--- config.mk ---
export PLATFORM = sky130hd
export DESIGN_NAME = fit_policy_block_allocator
export DESIGN_NICKNAME = d
export VERILOG_FILES = /design/src/rtl/core/fpba_pkg.sv /design/src/rtl/core/fit_policy_block_allocator.sv /design/src/rtl/core/fpba_ram.sv /design/src/rtl/core/fpba_pick.sv
export SDC_FILE = /design/constraint.sdc
export NUM_CORES = 2
export LEC_CHECK = 0
export BUFFER_PORTS_ARGS = -buffer_cell sky130_fd_sc_hd__clkbuf_2
export CAP_MARGIN = 0
export CORE_AREA = 5 5 433 435
export DETAILED_ROUTE_END_ITERATION = 8
export DIE_AREA = 0 0 438 440
export SYNTH_ARGS = -nofsm -noshare
export SYNTH_HDL_FRONTEND = slang
export SYNTH_SLANG_ARGS = --single-unit
--- constraint.sdc ---
create_clock -name clk -period 11.2 [get_ports clk]
set_input_delay 1.12 -clock clk [delete_from_list [all_inputs] [get_ports clk]]
set_output_delay 1.12 -clock clk [all_outputs]
set_load 0.02 [all_outputs]
--- src/rtl/core/fpba_pkg.sv ---
// shared types, codes and defaults of the fit-policy block allocator
package fpba_pkg;

  // fixed field widths
  localparam int FIELD_W   = 20;
  localparam int STATUS_W  = 2;
  localparam int POLICY_W  = 2;
  localparam int CFG_IDX_W = 2;

  // parameter defaults
  localparam int FREE_ENTRIES_DEF = 16;
  localparam int USED_ENTRIES_DEF = 16;
  localparam int ADDR_BITS_DEF    = 20;

  // request kinds
  localparam logic OP_ALLOC = 1'b0;
  localparam logic OP_FREE  = 1'b1;

  // search policies (the unused code behaves as first fit)
  localparam logic [POLICY_W-1:0] POL_FIRST = 2'd0;
  localparam logic [POLICY_W-1:0] POL_BEST  = 2'd1;
  localparam logic [POLICY_W-1:0] POL_WORST = 2'd2;

  // result status codes
  localparam logic [STATUS_W-1:0] ST_OK        = 2'd0;
  localparam logic [STATUS_W-1:0] ST_NO_SPACE  = 2'd1;
  localparam logic [STATUS_W-1:0] ST_NOT_FOUND = 2'd2;

  // configuration register indexes
  localparam logic [CFG_IDX_W-1:0] CFG_FIT_POLICY = 2'd0;
  localparam logic [CFG_IDX_W-1:0] CFG_HEAP_BASE  = 2'd1;
  localparam logic [CFG_IDX_W-1:0] CFG_HEAP_LIMIT = 2'd2;

  localparam logic [FIELD_W-1:0] HEAP_LIMIT_RST = 20'hFFFFF;

  // per-entry decisions of the scan unit
  typedef struct packed {
    logic fit_take;    // free entry becomes the current allocation candidate
    logic match_take;  // allocated entry matches the address being freed
    logic spare_take;  // first empty free slot
    logic slot_take;   // first empty allocated slot
  } pick_t;

endpackage

--- src/rtl/core/fit_policy_block_allocator.sv ---
// top level of the fit-policy block allocator: sequencer, tables and heap top
//
// Usage: a request (in_op, in_req_size, in_block_address) transfers at a rising
// edge where start is high and busy is low. busy stays high while the request
// is worked on; start is ignored meanwhile. Each request gives exactly one
// result, shown for one cycle with out_valid high; the receiver cannot stall it.
// An allocate searches the free table by first, best or worst fit, splits the
// chosen block or takes space from the heap top; a free moves a matching
// allocated entry into the free table.
// One request at a time: it passes the scan, drain and finish states and its
// result is registered. The scan reads one entry of each table ram per cycle
// through one compare unit. The configuration port writes fit_policy,
// heap_base (which also reloads the heap top) and heap_limit; the user must
// write it only while the block is idle, which the block does not enforce.
// Reset (synchronous, rst_n low) empties both tables, loads the register
// reset values and sets the heap top to the reset heap base.
module fit_policy_block_allocator #(
  parameter int FREE_ENTRIES = fpba_pkg::FREE_ENTRIES_DEF,
  parameter int USED_ENTRIES = fpba_pkg::USED_ENTRIES_DEF,
  parameter int ADDR_BITS    = fpba_pkg::ADDR_BITS_DEF
) (
  input  logic                           clk,
  input  logic                           rst_n,
  // request channel
  input  logic                           start,
  output logic                           busy,
  input  logic                           in_op,
  input  logic [fpba_pkg::FIELD_W-1:0]   in_req_size,
  input  logic [fpba_pkg::FIELD_W-1:0]   in_block_address,
  // result channel
  output logic                           out_valid,
  output logic [fpba_pkg::FIELD_W-1:0]   out_grant_address,
  output logic [fpba_pkg::FIELD_W-1:0]   out_granted_size,
  output logic [fpba_pkg::STATUS_W-1:0]  out_status,
  output logic                           out_from_free_list,
  // configuration port
  input  logic                           cfg_we,
  input  logic [fpba_pkg::CFG_IDX_W-1:0] cfg_index,
  input  logic [fpba_pkg::FIELD_W-1:0]   cfg_data
);

  localparam int FW      = fpba_pkg::FIELD_W;
  localparam int SCAN_N  = (FREE_ENTRIES > USED_ENTRIES) ? FREE_ENTRIES : USED_ENTRIES;
  localparam int CNT_W   = $clog2(SCAN_N);
  localparam int CNT_W1  = CNT_W + 1;
  localparam int FIDX_W  = $clog2(FREE_ENTRIES);
  localparam int UIDX_W  = $clog2(USED_ENTRIES);
  localparam int ENTRY_W = ADDR_BITS + FW;
  localparam int SUM_W   = ((ADDR_BITS > FW) ? ADDR_BITS : FW) + 1;

  localparam logic [CNT_W-1:0]  CNT_LAST = CNT_W'(SCAN_N - 1);
  localparam logic [CNT_W1-1:0] FREE_LIM = CNT_W1'(FREE_ENTRIES);
  localparam logic [CNT_W1-1:0] USED_LIM = CNT_W1'(USED_ENTRIES);

  // sequencer states
  localparam logic [1:0] S_IDLE   = 2'd0;
  localparam logic [1:0] S_SCAN   = 2'd1;
  localparam logic [1:0] S_DRAIN  = 2'd2;
  localparam logic [1:0] S_FINISH = 2'd3;

  logic [1:0]                     state_r, state_nxt;
  logic [CNT_W-1:0]               cnt_r, cnt_nxt;
  logic                           rd_vld_r, rd_vld_nxt;
  logic [CNT_W-1:0]               rd_idx_r, rd_idx_nxt;

  // configuration and heap state
  logic [fpba_pkg::POLICY_W-1:0]  policy_r, policy_nxt;
  logic [FW-1:0]                  heap_base_r, heap_base_nxt;
  logic [FW-1:0]                  heap_limit_r, heap_limit_nxt;
  logic [ADDR_BITS-1:0]           heap_top_r, heap_top_nxt;
  logic [FREE_ENTRIES-1:0]        free_valid_r, free_valid_nxt;
  logic [USED_ENTRIES-1:0]        used_valid_r, used_valid_nxt;

  // request being worked on
  logic                           op_r, op_nxt;
  logic [FW-1:0]                  req_r, req_nxt;
  logic [ADDR_BITS-1:0]           baddr_r, baddr_nxt;

  // scan trackers
  logic                           pick_found_r, pick_found_nxt;
  logic [CNT_W-1:0]               pick_idx_r, pick_idx_nxt;
  logic [ADDR_BITS-1:0]           pick_addr_r, pick_addr_nxt;
  logic [FW-1:0]                  pick_size_r, pick_size_nxt;
  logic                           spare_found_r, spare_found_nxt;
  logic [CNT_W-1:0]               spare_idx_r, spare_idx_nxt;
  logic                           slot_found_r, slot_found_nxt;
  logic [CNT_W-1:0]               slot_idx_r, slot_idx_nxt;

  // result registers
  logic                           out_valid_r, out_valid_nxt;
  logic [FW-1:0]                  out_addr_r, out_addr_nxt;
  logic [FW-1:0]                  out_size_r, out_size_nxt;
  logic [fpba_pkg::STATUS_W-1:0]  out_status_r, out_status_nxt;
  logic                           out_ff_r, out_ff_nxt;

  // ram ports
  logic                           free_we, used_we;
  logic [FIDX_W-1:0]              free_waddr;
  logic [UIDX_W-1:0]              used_waddr;
  logic [ENTRY_W-1:0]             free_wdata, used_wdata;
  logic [ENTRY_W-1:0]             free_rdata, used_rdata;

  // scan datapath
  logic                           accept;
  logic [FIDX_W-1:0]              rd_fidx;
  logic [UIDX_W-1:0]              rd_uidx;
  logic                           free_in, used_in;
  logic                           free_v, used_v;
  logic [ADDR_BITS-1:0]           free_addr_rd, used_addr_rd;
  logic [FW-1:0]                  free_size_rd, used_size_rd;
  fpba_pkg::pick_t                take;

  // finishing arithmetic
  logic [SUM_W-1:0]               new_top;
  logic                           heap_over;
  logic                           split;
  logic [ADDR_BITS-1:0]           rem_addr;
  logic [FW-1:0]                  rem_size;
  logic [FW-1:0]                  grant;

  assign accept = start && (state_r == S_IDLE);
  assign busy   = (state_r != S_IDLE);

  // table rams: {address, size} per entry
  fpba_ram #(.WIDTH(ENTRY_W), .DEPTH(FREE_ENTRIES)) u_free_ram (
    .clk   (clk),
    .we    (free_we),
    .waddr (free_waddr),
    .wdata (free_wdata),
    .raddr (cnt_r[FIDX_W-1:0]),
    .rdata (free_rdata)
  );

  fpba_ram #(.WIDTH(ENTRY_W), .DEPTH(USED_ENTRIES)) u_used_ram (
    .clk   (clk),
    .we    (used_we),
    .waddr (used_waddr),
    .wdata (used_wdata),
    .raddr (cnt_r[UIDX_W-1:0]),
    .rdata (used_rdata)
  );

  // entry read back in the cycle after its index was issued
  assign rd_fidx      = rd_idx_r[FIDX_W-1:0];
  assign rd_uidx      = rd_idx_r[UIDX_W-1:0];
  assign free_in      = rd_vld_r && ({1'b0, rd_idx_r} < FREE_LIM);
  assign used_in      = rd_vld_r && ({1'b0, rd_idx_r} < USED_LIM);
  assign free_v       = free_in && free_valid_r[rd_fidx];
  assign used_v       = used_in && used_valid_r[rd_uidx];
  assign free_addr_rd = free_rdata[ENTRY_W-1:FW];
  assign free_size_rd = free_rdata[FW-1:0];
  assign used_addr_rd = used_rdata[ENTRY_W-1:FW];
  assign used_size_rd = used_rdata[FW-1:0];

  fpba_pick #(.ADDR_BITS(ADDR_BITS)) u_pick (
    .op          (op_r),
    .policy      (policy_r),
    .req_size    (req_r),
    .block_addr  (baddr_r),
    .free_in     (free_in),
    .free_v      (free_v),
    .free_size   (free_size_rd),
    .used_in     (used_in),
    .used_v      (used_v),
    .used_addr   (used_addr_rd),
    .pick_found  (pick_found_r),
    .best_size   (pick_size_r),
    .spare_found (spare_found_r),
    .slot_found  (slot_found_r),
    .take        (take)
  );

  // heap growth and block split arithmetic
  assign new_top   = SUM_W'(heap_top_r) + SUM_W'(req_r);
  assign heap_over = new_top > SUM_W'(heap_limit_r);
  assign split     = (pick_size_r > req_r) && spare_found_r;
  assign rem_addr  = pick_addr_r + ADDR_BITS'(req_r);
  assign rem_size  = pick_size_r - req_r;
  assign grant     = split ? req_r : pick_size_r;

  // sequencer and table update
  always_comb begin
    state_nxt       = state_r;
    cnt_nxt         = cnt_r;
    rd_vld_nxt      = (state_r == S_SCAN);
    rd_idx_nxt      = cnt_r;
    policy_nxt      = policy_r;
    heap_base_nxt   = heap_base_r;
    heap_limit_nxt  = heap_limit_r;
    heap_top_nxt    = heap_top_r;
    free_valid_nxt  = free_valid_r;
    used_valid_nxt  = used_valid_r;
    op_nxt          = op_r;
    req_nxt         = req_r;
    baddr_nxt       = baddr_r;
    pick_found_nxt  = pick_found_r;
    pick_idx_nxt    = pick_idx_r;
    pick_addr_nxt   = pick_addr_r;
    pick_size_nxt   = pick_size_r;
    spare_found_nxt = spare_found_r;
    spare_idx_nxt   = spare_idx_r;
    slot_found_nxt  = slot_found_r;
    slot_idx_nxt    = slot_idx_r;
    out_valid_nxt   = 1'b0;
    out_addr_nxt    = out_addr_r;
    out_size_nxt    = out_size_r;
    out_status_nxt  = out_status_r;
    out_ff_nxt      = out_ff_r;
    free_we         = 1'b0;
    free_waddr      = spare_idx_r[FIDX_W-1:0];
    free_wdata      = {rem_addr, rem_size};
    used_we         = 1'b0;
    used_waddr      = slot_idx_r[UIDX_W-1:0];
    used_wdata      = {pick_addr_r, grant};

    // configuration writes
    if (cfg_we) begin
      case (cfg_index)
        fpba_pkg::CFG_FIT_POLICY: policy_nxt = cfg_data[fpba_pkg::POLICY_W-1:0];
        fpba_pkg::CFG_HEAP_BASE: begin
          heap_base_nxt = cfg_data;
          heap_top_nxt  = ADDR_BITS'(cfg_data);
        end
        fpba_pkg::CFG_HEAP_LIMIT: heap_limit_nxt = cfg_data;
        default: ;
      endcase
    end

    // trackers follow the entry under the scan unit
    if (take.fit_take) begin
      pick_found_nxt = 1'b1;
      pick_idx_nxt   = rd_idx_r;
      pick_addr_nxt  = free_addr_rd;
      pick_size_nxt  = free_size_rd;
    end
    if (take.match_take) begin
      pick_found_nxt = 1'b1;
      pick_idx_nxt   = rd_idx_r;
      pick_addr_nxt  = used_addr_rd;
      pick_size_nxt  = used_size_rd;
    end
    if (take.spare_take) begin
      spare_found_nxt = 1'b1;
      spare_idx_nxt   = rd_idx_r;
    end
    if (take.slot_take) begin
      slot_found_nxt = 1'b1;
      slot_idx_nxt   = rd_idx_r;
    end

    case (state_r)
      S_IDLE: begin
        if (accept) begin
          op_nxt          = in_op;
          req_nxt         = in_req_size;
          baddr_nxt       = ADDR_BITS'(in_block_address);
          pick_found_nxt  = 1'b0;
          spare_found_nxt = 1'b0;
          slot_found_nxt  = 1'b0;
          cnt_nxt         = '0;
          state_nxt       = S_SCAN;
        end
      end
      S_SCAN: begin
        cnt_nxt = cnt_r + 1'b1;
        if (cnt_r == CNT_LAST) begin
          state_nxt = S_DRAIN;
        end
      end
      S_DRAIN: begin
        state_nxt = S_FINISH;
      end
      S_FINISH: begin
        state_nxt      = S_IDLE;
        out_valid_nxt  = 1'b1;
        out_addr_nxt   = '0;
        out_size_nxt   = '0;
        out_ff_nxt     = 1'b0;
        out_status_nxt = fpba_pkg::ST_OK;
        if (op_r == fpba_pkg::OP_ALLOC) begin
          if ((req_r == '0) || !slot_found_r) begin
            out_status_nxt = fpba_pkg::ST_NO_SPACE;
          end else if (pick_found_r) begin
            // split the chosen free block, remainder to the spare slot
            if (split) begin
              free_we                        = 1'b1;
              free_valid_nxt[spare_idx_r[FIDX_W-1:0]] = 1'b1;
            end
            free_valid_nxt[pick_idx_r[FIDX_W-1:0]] = 1'b0;
            used_we                              = 1'b1;
            used_valid_nxt[slot_idx_r[UIDX_W-1:0]] = 1'b1;
            out_addr_nxt = FW'(pick_addr_r);
            out_size_nxt = grant;
            out_ff_nxt   = 1'b1;
          end else if (heap_over) begin
            out_status_nxt = fpba_pkg::ST_NO_SPACE;
          end else begin
            // grow the heap top
            used_we                              = 1'b1;
            used_wdata                           = {heap_top_r, req_r};
            used_valid_nxt[slot_idx_r[UIDX_W-1:0]] = 1'b1;
            heap_top_nxt                         = ADDR_BITS'(new_top);
            out_addr_nxt                         = FW'(heap_top_r);
            out_size_nxt                         = req_r;
          end
        end else begin
          if (!pick_found_r) begin
            out_status_nxt = fpba_pkg::ST_NOT_FOUND;
          end else if (!spare_found_r) begin
            out_status_nxt = fpba_pkg::ST_NO_SPACE;
          end else begin
            // move the allocated entry into the free table
            free_we                                 = 1'b1;
            free_wdata                              = {pick_addr_r, pick_size_r};
            free_valid_nxt[spare_idx_r[FIDX_W-1:0]] = 1'b1;
            used_valid_nxt[pick_idx_r[UIDX_W-1:0]]  = 1'b0;
          end
        end
      end
      default: state_nxt = S_IDLE;
    endcase
  end

  // control registers
  always_ff @(posedge clk) begin
    if (!rst_n) begin
      state_r       <= S_IDLE;
      rd_vld_r      <= 1'b0;
      policy_r      <= fpba_pkg::POL_FIRST;
      heap_base_r   <= '0;
      heap_limit_r  <= fpba_pkg::HEAP_LIMIT_RST;
      heap_top_r    <= '0;
      free_valid_r  <= '0;
      used_valid_r  <= '0;
      pick_found_r  <= 1'b0;
      spare_found_r <= 1'b0;
      slot_found_r  <= 1'b0;
      out_valid_r   <= 1'b0;
    end else begin
      state_r       <= state_nxt;
      rd_vld_r      <= rd_vld_nxt;
      policy_r      <= policy_nxt;
      heap_base_r   <= heap_base_nxt;
      heap_limit_r  <= heap_limit_nxt;
      heap_top_r    <= heap_top_nxt;
      free_valid_r  <= free_valid_nxt;
      used_valid_r  <= used_valid_nxt;
      pick_found_r  <= pick_found_nxt;
      spare_found_r <= spare_found_nxt;
      slot_found_r  <= slot_found_nxt;
      out_valid_r   <= out_valid_nxt;
    end
  end

  // payload registers
  always_ff @(posedge clk) begin
    cnt_r        <= cnt_nxt;
    rd_idx_r     <= rd_idx_nxt;
    op_r         <= op_nxt;
    req_r        <= req_nxt;
    baddr_r      <= baddr_nxt;
    pick_idx_r   <= pick_idx_nxt;
    pick_addr_r  <= pick_addr_nxt;
    pick_size_r  <= pick_size_nxt;
    spare_idx_r  <= spare_idx_nxt;
    slot_idx_r   <= slot_idx_nxt;
    out_addr_r   <= out_addr_nxt;
    out_size_r   <= out_size_nxt;
    out_status_r <= out_status_nxt;
    out_ff_r     <= out_ff_nxt;
  end

  assign out_valid          = out_valid_r;
  assign out_grant_address  = out_addr_r;
  assign out_granted_size   = out_size_r;
  assign out_status         = out_status_r;
  assign out_from_free_list = out_ff_r;

  // a result only follows the finishing step
  a_result_after_finish: assert property (@(posedge clk) disable iff (!rst_n)
    out_valid_r |-> $past(state_r == S_FINISH))
    else $error("result without finishing step");

  // an accepted request always starts the scan
  a_accept_starts_scan: assert property (@(posedge clk) disable iff (!rst_n)
    (start && !busy) |=> (state_r == S_SCAN))
    else $error("accepted request did not start scan");

  // failed requests carry no grant
  a_fail_no_grant: assert property (@(posedge clk) disable iff (!rst_n)
    (out_valid && (out_status != fpba_pkg::ST_OK)) |->
      ((out_grant_address == '0) && (out_granted_size == '0) && !out_from_free_list))
    else $error("failed request carries a grant");

endmodule

--- src/rtl/core/fpba_ram.sv ---
// generic single-write, single-read ram with registered read data
module fpba_ram #(
  parameter int WIDTH = 40,
  parameter int DEPTH = 16
) (
  input  logic                     clk,
  input  logic                     we,
  input  logic [$clog2(DEPTH)-1:0] waddr,
  input  logic [WIDTH-1:0]         wdata,
  input  logic [$clog2(DEPTH)-1:0] raddr,
  output logic [WIDTH-1:0]         rdata
);

  logic [WIDTH-1:0] mem [DEPTH];

  // write port and registered read port
  always_ff @(posedge clk) begin
    if (we) begin
      mem[waddr] <= wdata;
    end
    rdata <= mem[raddr];
  end

endmodule

--- src/rtl/core/fpba_pick.sv ---
// scan unit: compares one entry of each table per cycle against the request
module fpba_pick #(
  parameter int ADDR_BITS = fpba_pkg::ADDR_BITS_DEF
) (
  input  logic                          op,
  input  logic [fpba_pkg::POLICY_W-1:0] policy,
  input  logic [fpba_pkg::FIELD_W-1:0]  req_size,
  input  logic [ADDR_BITS-1:0]          block_addr,
  input  logic                          free_in,
  input  logic                          free_v,
  input  logic [fpba_pkg::FIELD_W-1:0]  free_size,
  input  logic                          used_in,
  input  logic                          used_v,
  input  logic [ADDR_BITS-1:0]          used_addr,
  input  logic                          pick_found,
  input  logic [fpba_pkg::FIELD_W-1:0]  best_size,
  input  logic                          spare_found,
  input  logic                          slot_found,
  output fpba_pkg::pick_t               take
);

  logic fits;
  logic smaller;
  logic larger;
  logic better;

  // size compares for the fit decision
  assign fits    = !(free_size < req_size);
  assign smaller = free_size < best_size;
  assign larger  = free_size > best_size;

  // replace the candidate only on a strict improvement, so ties keep the lower slot
  assign better = !pick_found
               || ((policy == fpba_pkg::POL_BEST) && smaller)
               || ((policy == fpba_pkg::POL_WORST) && larger);

  always_comb begin
    take.fit_take   = (op == fpba_pkg::OP_ALLOC) && free_in && free_v && fits && better;
    take.match_take = (op == fpba_pkg::OP_FREE) && used_in && used_v
                      && (used_addr == block_addr) && !pick_found;
    take.spare_take = free_in && !free_v && !spare_found;
    take.slot_take  = used_in && !used_v && !slot_found;
  end

endmodule

Word level (Yosys, flattened, before mapping)
Memories as Yosys holds them, arrays and structs flattened. A register that Yosys moved wholly into a read port is not among the register bits.
Index checks and enable logic that the tools add are counted.
Cells by class
  add/sub/neg operators: 4
  magnitude comparators: 12
  equality and inequality tests: 15
  mux-type cells: 92
  bitwise gates (word level): 6
  reduce and logical (&&, ||, !) cells: 44
Operators by type and width (number)
  40-bit two-way mux: 9
  20-bit two-way mux: 16
  16-bit two-way mux: 16
  20-bit greater-than comparator: 2
  20-bit < comparator: 2
  1-bit two-way mux: 37
  16-bit bitwise AND: 2
  16-bit bitwise OR: 2
  20-bit by 20-bit adder with 21-bit output: 1
  21-bit by 20-bit greater-than comparator with 1-bit output: 1
  1-bit logical AND: 21
  20-bit adder: 1
  20-bit equality test: 1
  20-bit zero test: 1
  4-bit by 5-bit < comparator with 1-bit output, second input constant: 4
  20-bit subtractor: 1
  16-bit inverter: 1
  1-bit demux with 4-bit select: 3
  4-bit by 1-bit >= comparator with 1-bit output, second input constant: 3
  4-bit two-way mux: 3
  2-bit AND reduction: 5
  1-bit binary-select mux with 4-bit select: 2
  2-bit equality test, second input constant: 4
  2-bit two-way mux: 4
  other kinds (15): 31
Storage, ports and cells
  bits in registers: 225
  bits in writable memories: 1280
  input bits: 67
  output and inout port bits: 45
  logic and storage cells: 200
  memories: 2
Memory list
  u_free_ram.mem: words 16, width 40, read ports 1, clocked after Yosys merged registers in 1, wr ports 1, line fpba_ram.sv:14  | logic [WIDTH-1:0] mem [DEPTH];
  u_used_ram.mem: words 16, width 40, read ports 1, clocked after Yosys merged registers in 1, wr ports 1, line fpba_ram.sv:14

Depth between registers and ports, before layout
  depth after elaboration: 14
  mapped depth: 20
  mapped depth without buffers: 19

Modules after synthesis
Synthesis repeated with hierarchy kept, for this count alone.
Unflattened totals
  cells, all modules: 3545
  area, all modules: 64921.0 µm²
By module, submodules not included
  fpba_ram: instances 2, cells each 1040, area each 25131.6 µm², seq. area each 20019.2 µm²
  fit_policy_block_allocator: instances 1, cells each 1287, area each 13380.3 µm², seq. area each 5905.7 µm²
  fpba_pick: instances 1, cells each 178, area each 1277.5 µm², seq. area each 0.0 µm²

Worst setup path after synthesis
OpenSTA, ideal clock, no wires.
  kind: reg-to-reg
  start: register req_r[0]
  end: memory u_used_ram.mem[7][0], enable pin
  arrival time: 7577 ps
  required time: 10660 ps
  slack: 3083 ps
  cell stages (with the launch flop): 19
  period minus slack after synthesis: 8117 ps
  path through: edfxtp_1 > ha_1 > inv_1 > fa_1 > nand2b_1 > a21oi_1 > o21a_1 > a211oi_2 > o31ai_1 > a31oi_1 > xnor2_1 > ha_1 > a21o_1 > a21oi_1 > o221ai_1 > o21a_1 > a21oi_1 > a31oi_4 > nor4_1
On the way
  longest elaborated chain between the ends: 9
  elaborated cells on any way between the ends: 11
  those cells by class: 1 x add/sub; 1 x order compare; 7 x mux; 2 x reduce/logical
Ends and longest elaborated chain
  start, declared: line fit_policy_block_allocator.sv:76  | logic [FW-1:0] req_r, req_nxt;
  start signal, assigned: line fit_policy_block_allocator.sv:360  | req_r <= req_nxt;
  20-bit by 20-bit adder with 21-bit output: line fit_policy_block_allocator.sv:174  | assign new_top = SUM_W'(heap_top_r) + SUM_W'(req_r);
  21-bit by 20-bit greater-than comparator with 1-bit output: line fit_policy_block_allocator.sv:175  | assign heap_over = new_top > SUM_W'(heap_limit_r);
  1-bit two-way mux: line fit_policy_block_allocator.sv:295  | end else if (heap_over) begin
  1-bit two-way mux: line fit_policy_block_allocator.sv:283  | end else if (pick_found_r) begin
  1-bit two-way mux (*): line fit_policy_block_allocator.sv:281  | if ((req_r == '0) || !slot_found_r) begin
  1-bit two-way mux (*): line fit_policy_block_allocator.sv:280  | if (op_r == fpba_pkg::OP_ALLOC) begin
  1-bit two-way mux (*): line fit_policy_block_allocator.sv:251  | case (state_r)
  1-bit two-way mux (*): line fpba_ram.sv:18  | if (we) begin
  1-bit two-way mux (not written as such) (*): line fpba_ram.sv:19  | mem[waddr] <= wdata;
  end, declared: line fpba_ram.sv:14
Every way passes the cells marked *; elsewhere a longest branch is shown, timed or not.

Worst setup path after layout
  start: register req_r[0]
  end: memory u_used_ram.mem[0][4] (data pin)
On the way
  longest elaborated chain between the ends: 8
  elaborated cells on any way between the ends: 12
  those cells by class: 1 x add/sub; 2 x order compare; 6 x mux; 3 x reduce/logical
Ends and longest elaborated chain
  branches (longest 7 deep; another with 20-bit by 20-bit adder with 21-bit output)
  40-bit two-way mux (*): line fit_policy_block_allocator.sv:251
  via u_used_ram.wdata[4]: line fpba_ram.sv:9  | input logic [WIDTH-1:0] wdata,
Mark *: on every way through the listed nets, which the timed path passes.

==> flow_summary_export.csv <==
group,metric,value,unit
synthesis,synth-warning-count,0,
power,powerDensity,227.0,mW/mm^2
placed_design,numPortBuffers,111,
power,p_leak,24.00,nW
cells_and_area,layout_common_cells,"edfxtp_1, mux4_2, dfxtp_1",
clock_network,clock_path_buffers,3,
synthesis,netlist_instances,3253,
synthesis,synth_ff_type,"edfxtp_1",
die,io_pins,112,
clock_network,cts_made_buffers,162,
sta,fin_crit,6554,ps
die,start_util,34.91,%
critical_path,path_max_fanout,20,
drt,drc,0,
hold_path,hp-start,"slot_found_r",
drt,num_vias,32808,
clock_network,cts_tree,"done",
sta,worst_slew_pin_slew,1321,ps
job,drv_cap,0,
drt,viasPerCell,5.465,
critical_path,rrSetupSlack,4650,ps
synthesis,ys_seq_elements,1585,
placed_design,hpwlAfterDp,106300,um
cells_and_area,drive_above_1_share,26.99,%
sta,fmax,152.6,MHz
hold_path,hp-class,"reg -> reg",
sta,finalClockSkew,39.32,ps
sta,hold_viol,0,
global_routing,antenna_found_initial,16,
clock_network,clkSinkCount,1585,
critical_path,start_kind,"flip-flop",
critical_path,timing.rr.start,"req_r[0]",
critical_path,crit_type,"reg -> reg",
global_routing,grt_pass1_vias,32561,
synthesis,ys_types,73,
power,combPwrFrac,23.1,%
cells_and_area,n_fill_cell,16252,
clock_network,post_cts_resized,0,
synthesis,synthArstFlopShare,0,%
hold_path,hold_depth,2,
power,pwr-share-clk,32.1,%
critical_path,r2r_cells,20,
power,peakVddDrop,0.2183,mV
sta,final-max-slew-violation-count,0,
synthesis,ys_seq_area_share,72.05,%
power,p_sw_share,28.43,%
die,die_h,440,um
clock_network,postCtsHoldBufs,0,
power,power_frac_seq,44.8,%
drt,antenna_left,0,
drt,avgRoutedWirePerCell,29.13,um
clock_network,clk_latency,790,ps
sta,rsz0062_at_grt,"false",
drt,drt_first_pass_iters,7,
clock_network,cts_root_buf,"clkbuf_16",
global_routing,grt_max_degree,86,
sta,min_period_over_period,58.52,%
cells_and_area,nets,3668,
clock_network,clk_pin_slew_worst_paths,60,ps
global_routing,grt-ovfl-total,0,
critical_path,crit_required,11600,ps
global_routing,grt_pass1_wl,246100,um
synthesis,synth_nets,3446,
critical_path,worst_setup_path_end_kind,"flip-flop",
synthesis,synth_edf_count,1420,
die,dieArea,0.1927,mm^2
die,fp.dieW,438,um
synthesis,synth_area_per_cell,19.60,um^2
global_routing,grt_usage,17.87,%
drt,totalWireLength,174900,um
hold_path,min_to,"slot_found_r",
outcome,status,"completed",
drt,initialDrtViolationCount,3552,
power,p_switching,4.707,mW
clock_network,postCtsSetupBuffers,0,
sta,whs,502.9,ps
die,coreArea,0.1827,mm^2
placed_design,gp_congestion,0.8750,
sta,maxSlewHeadroom,11.94,%
power,intPower,11.85,mW
cells_and_area,area_growth,14.34,%
sta,tns,0,ps
synthesis,netlist_area,0.06377,mm^2
critical_path,rr_endpoint,"u_used_ram.mem[0][4]",
clock_network,ctsHtreeMaxLevel,4,
die,row_count,157,
cells_and_area,final_common_cell,"edfxtp_1",
sta,final-setup-viol-count,0,
critical_path,cp.arrival,6950,ps
-- worst max-delay path by stage --
| stage | start | endpoint | slack (ps) | cells after the start |
|---|---|---|---|---|
| 6_report | req_r[0] | u_used_ram.mem[0][4] | 4650 | 20 |
| 3_5_place_dp | req_r[1] | u_used_ram.mem[0][4] | 4780 | 19 |
| 5_1_grt | req_r[0] | u_used_ram.mem[8][4] | 4230 | 20 |
| 3_3_place_gp | req_r[0] | u_used_ram.mem[10][4] | 4900 | 20 |
| 4_1_cts | req_r[1] | u_used_ram.mem[9][4] | 4750 | 19 |
| 2_1_floorplan | req_r[0] | u_used_ram.mem[7][0] | 3080 | 18 |
-- sequential cells by signal (all words and copies together) (netlist names), 40 cells and up --
register	count
u_free_ram.mem	640
u_free_ram.rdata	40
u_used_ram.mem	640
u_used_ram.rdata	40
-- cells in the mapped netlist, drive strengths merged, types with 7 or more instances --
cell type,instances,area (um^2)
mux2,61,686.9
xnor2,35,306.5
o221a,16,180.2
nor2,95,356.6
nand2,97,364.1
xor2,30,262.8
mux4,410,9234
edfxtp,1420,42640
nand4,21,131.4
nor4,21,131.4
and3,13,81.33
o21a,12,90.09
mux2i,41,410.4
nor2b,11,68.82
nand3,22,110.1
inv,88,330.3
nor3,29,145.1
o211ai,28,210.2
a22o,39,341.6
clkbuf,105,394.1
a21oi,71,355.3
a31oi,9,71.32
o31ai,7,52.55
a211oi,25,192.7
buf,42,180.2
a21o,37,277.8
dfxtp,165,3303
ha,123,1539
and2,13,81.33
or3,8,55.05
nand2b,26,162.7
o21ai,54,270.3
-- power by group through the flow --
stage / clock (mW) / combinational [mW] / sequential, mW
floorplan: 0 / 2.81 / 7.24
global placement: 0 / 3.86 / 7.56
detailed placement: 0 / 3.89 / 7.56
CTS: 5.42 / 3.90 / 7.43
global route: 5.68 / 4.13 / 7.42
finish: 5.31 / 3.82 / 7.42
-- logic make-up (layout without fill, tap and decap cells) --
family / Yosys count / after routing / synth area share [%]
compound gates: 353 / 353 / 4.007
xor+xnor: 65 / 65 / 0.8927
fa+ha+maj: 126 / 126 / 2.508
buf+inv: 235 / 594 / 1.419
flops: 1585 / 1585 / 72.05
mux: 512 / 512 / 16.20
other cells: 0 / 6 / 0
simple gates: 377 / 377 / 2.927
-- metal layers --
layer  vias to the layer above  share of wire, %  GRT usage, %
met4                         2               4.0         7.084
met5                         -            0.0097             0
met2                      1190                49         29.33
met1                     17453                41         23.92
li1                      13884                 -             -
met3                       279               6.0         2.890
-- metrics by stage --
stage               std cells  instance area (um^2)  total power, mW  setup WS (ps)  util [%]
floorplan                3253                 63770            10.06           3083         -
detailed placement       5696                 67670            11.44           4780     37.04
global route             5999                 72910            17.23           4225     39.91
global placement         5696                 67670            11.41           4900     37.04
finish                   6003                 72920            16.56           4646     39.91
CTS                      5997                 72900            16.75           4747     39.90
-- worst max-delay path, stage by stage (launching register included) --
cell       delay [ps]
edfxtp_1          620
ha_1              250
inv_1              50
fa_1              400
nand2b_1          180
a21oi_1           250
o21a_1            240
a211oi_2          110
o31ai_1           400
a31oi_1           170
xnor2_1           210
ha_1              290
a21o_1            160
a21oi_1           150
o221ai_1          160
nand4b_1          240
a2111oi_0         510
nand3_2           170
nand2_1            90
buf_4             420
mux2i_1          1050
-- layout make-up --
class | count | area [um^2] | area share, %
diodes | 6 | 15.01 | 0.02059
clock buffers | 211 | 4318 | 5.922
clock inverters | 90 | 914.6 | 1.254
inverters | 88 | 330.3 | 0.4530
multi-input cells | 1433 | 17110 | 23.47
flip-flops and latches | 1585 | 45940 | 63.01
well taps | 2385 | 2984 | 4.093
repair buffers | 205 | 1299 | 1.781
Power figures use the tool's default switching activity.
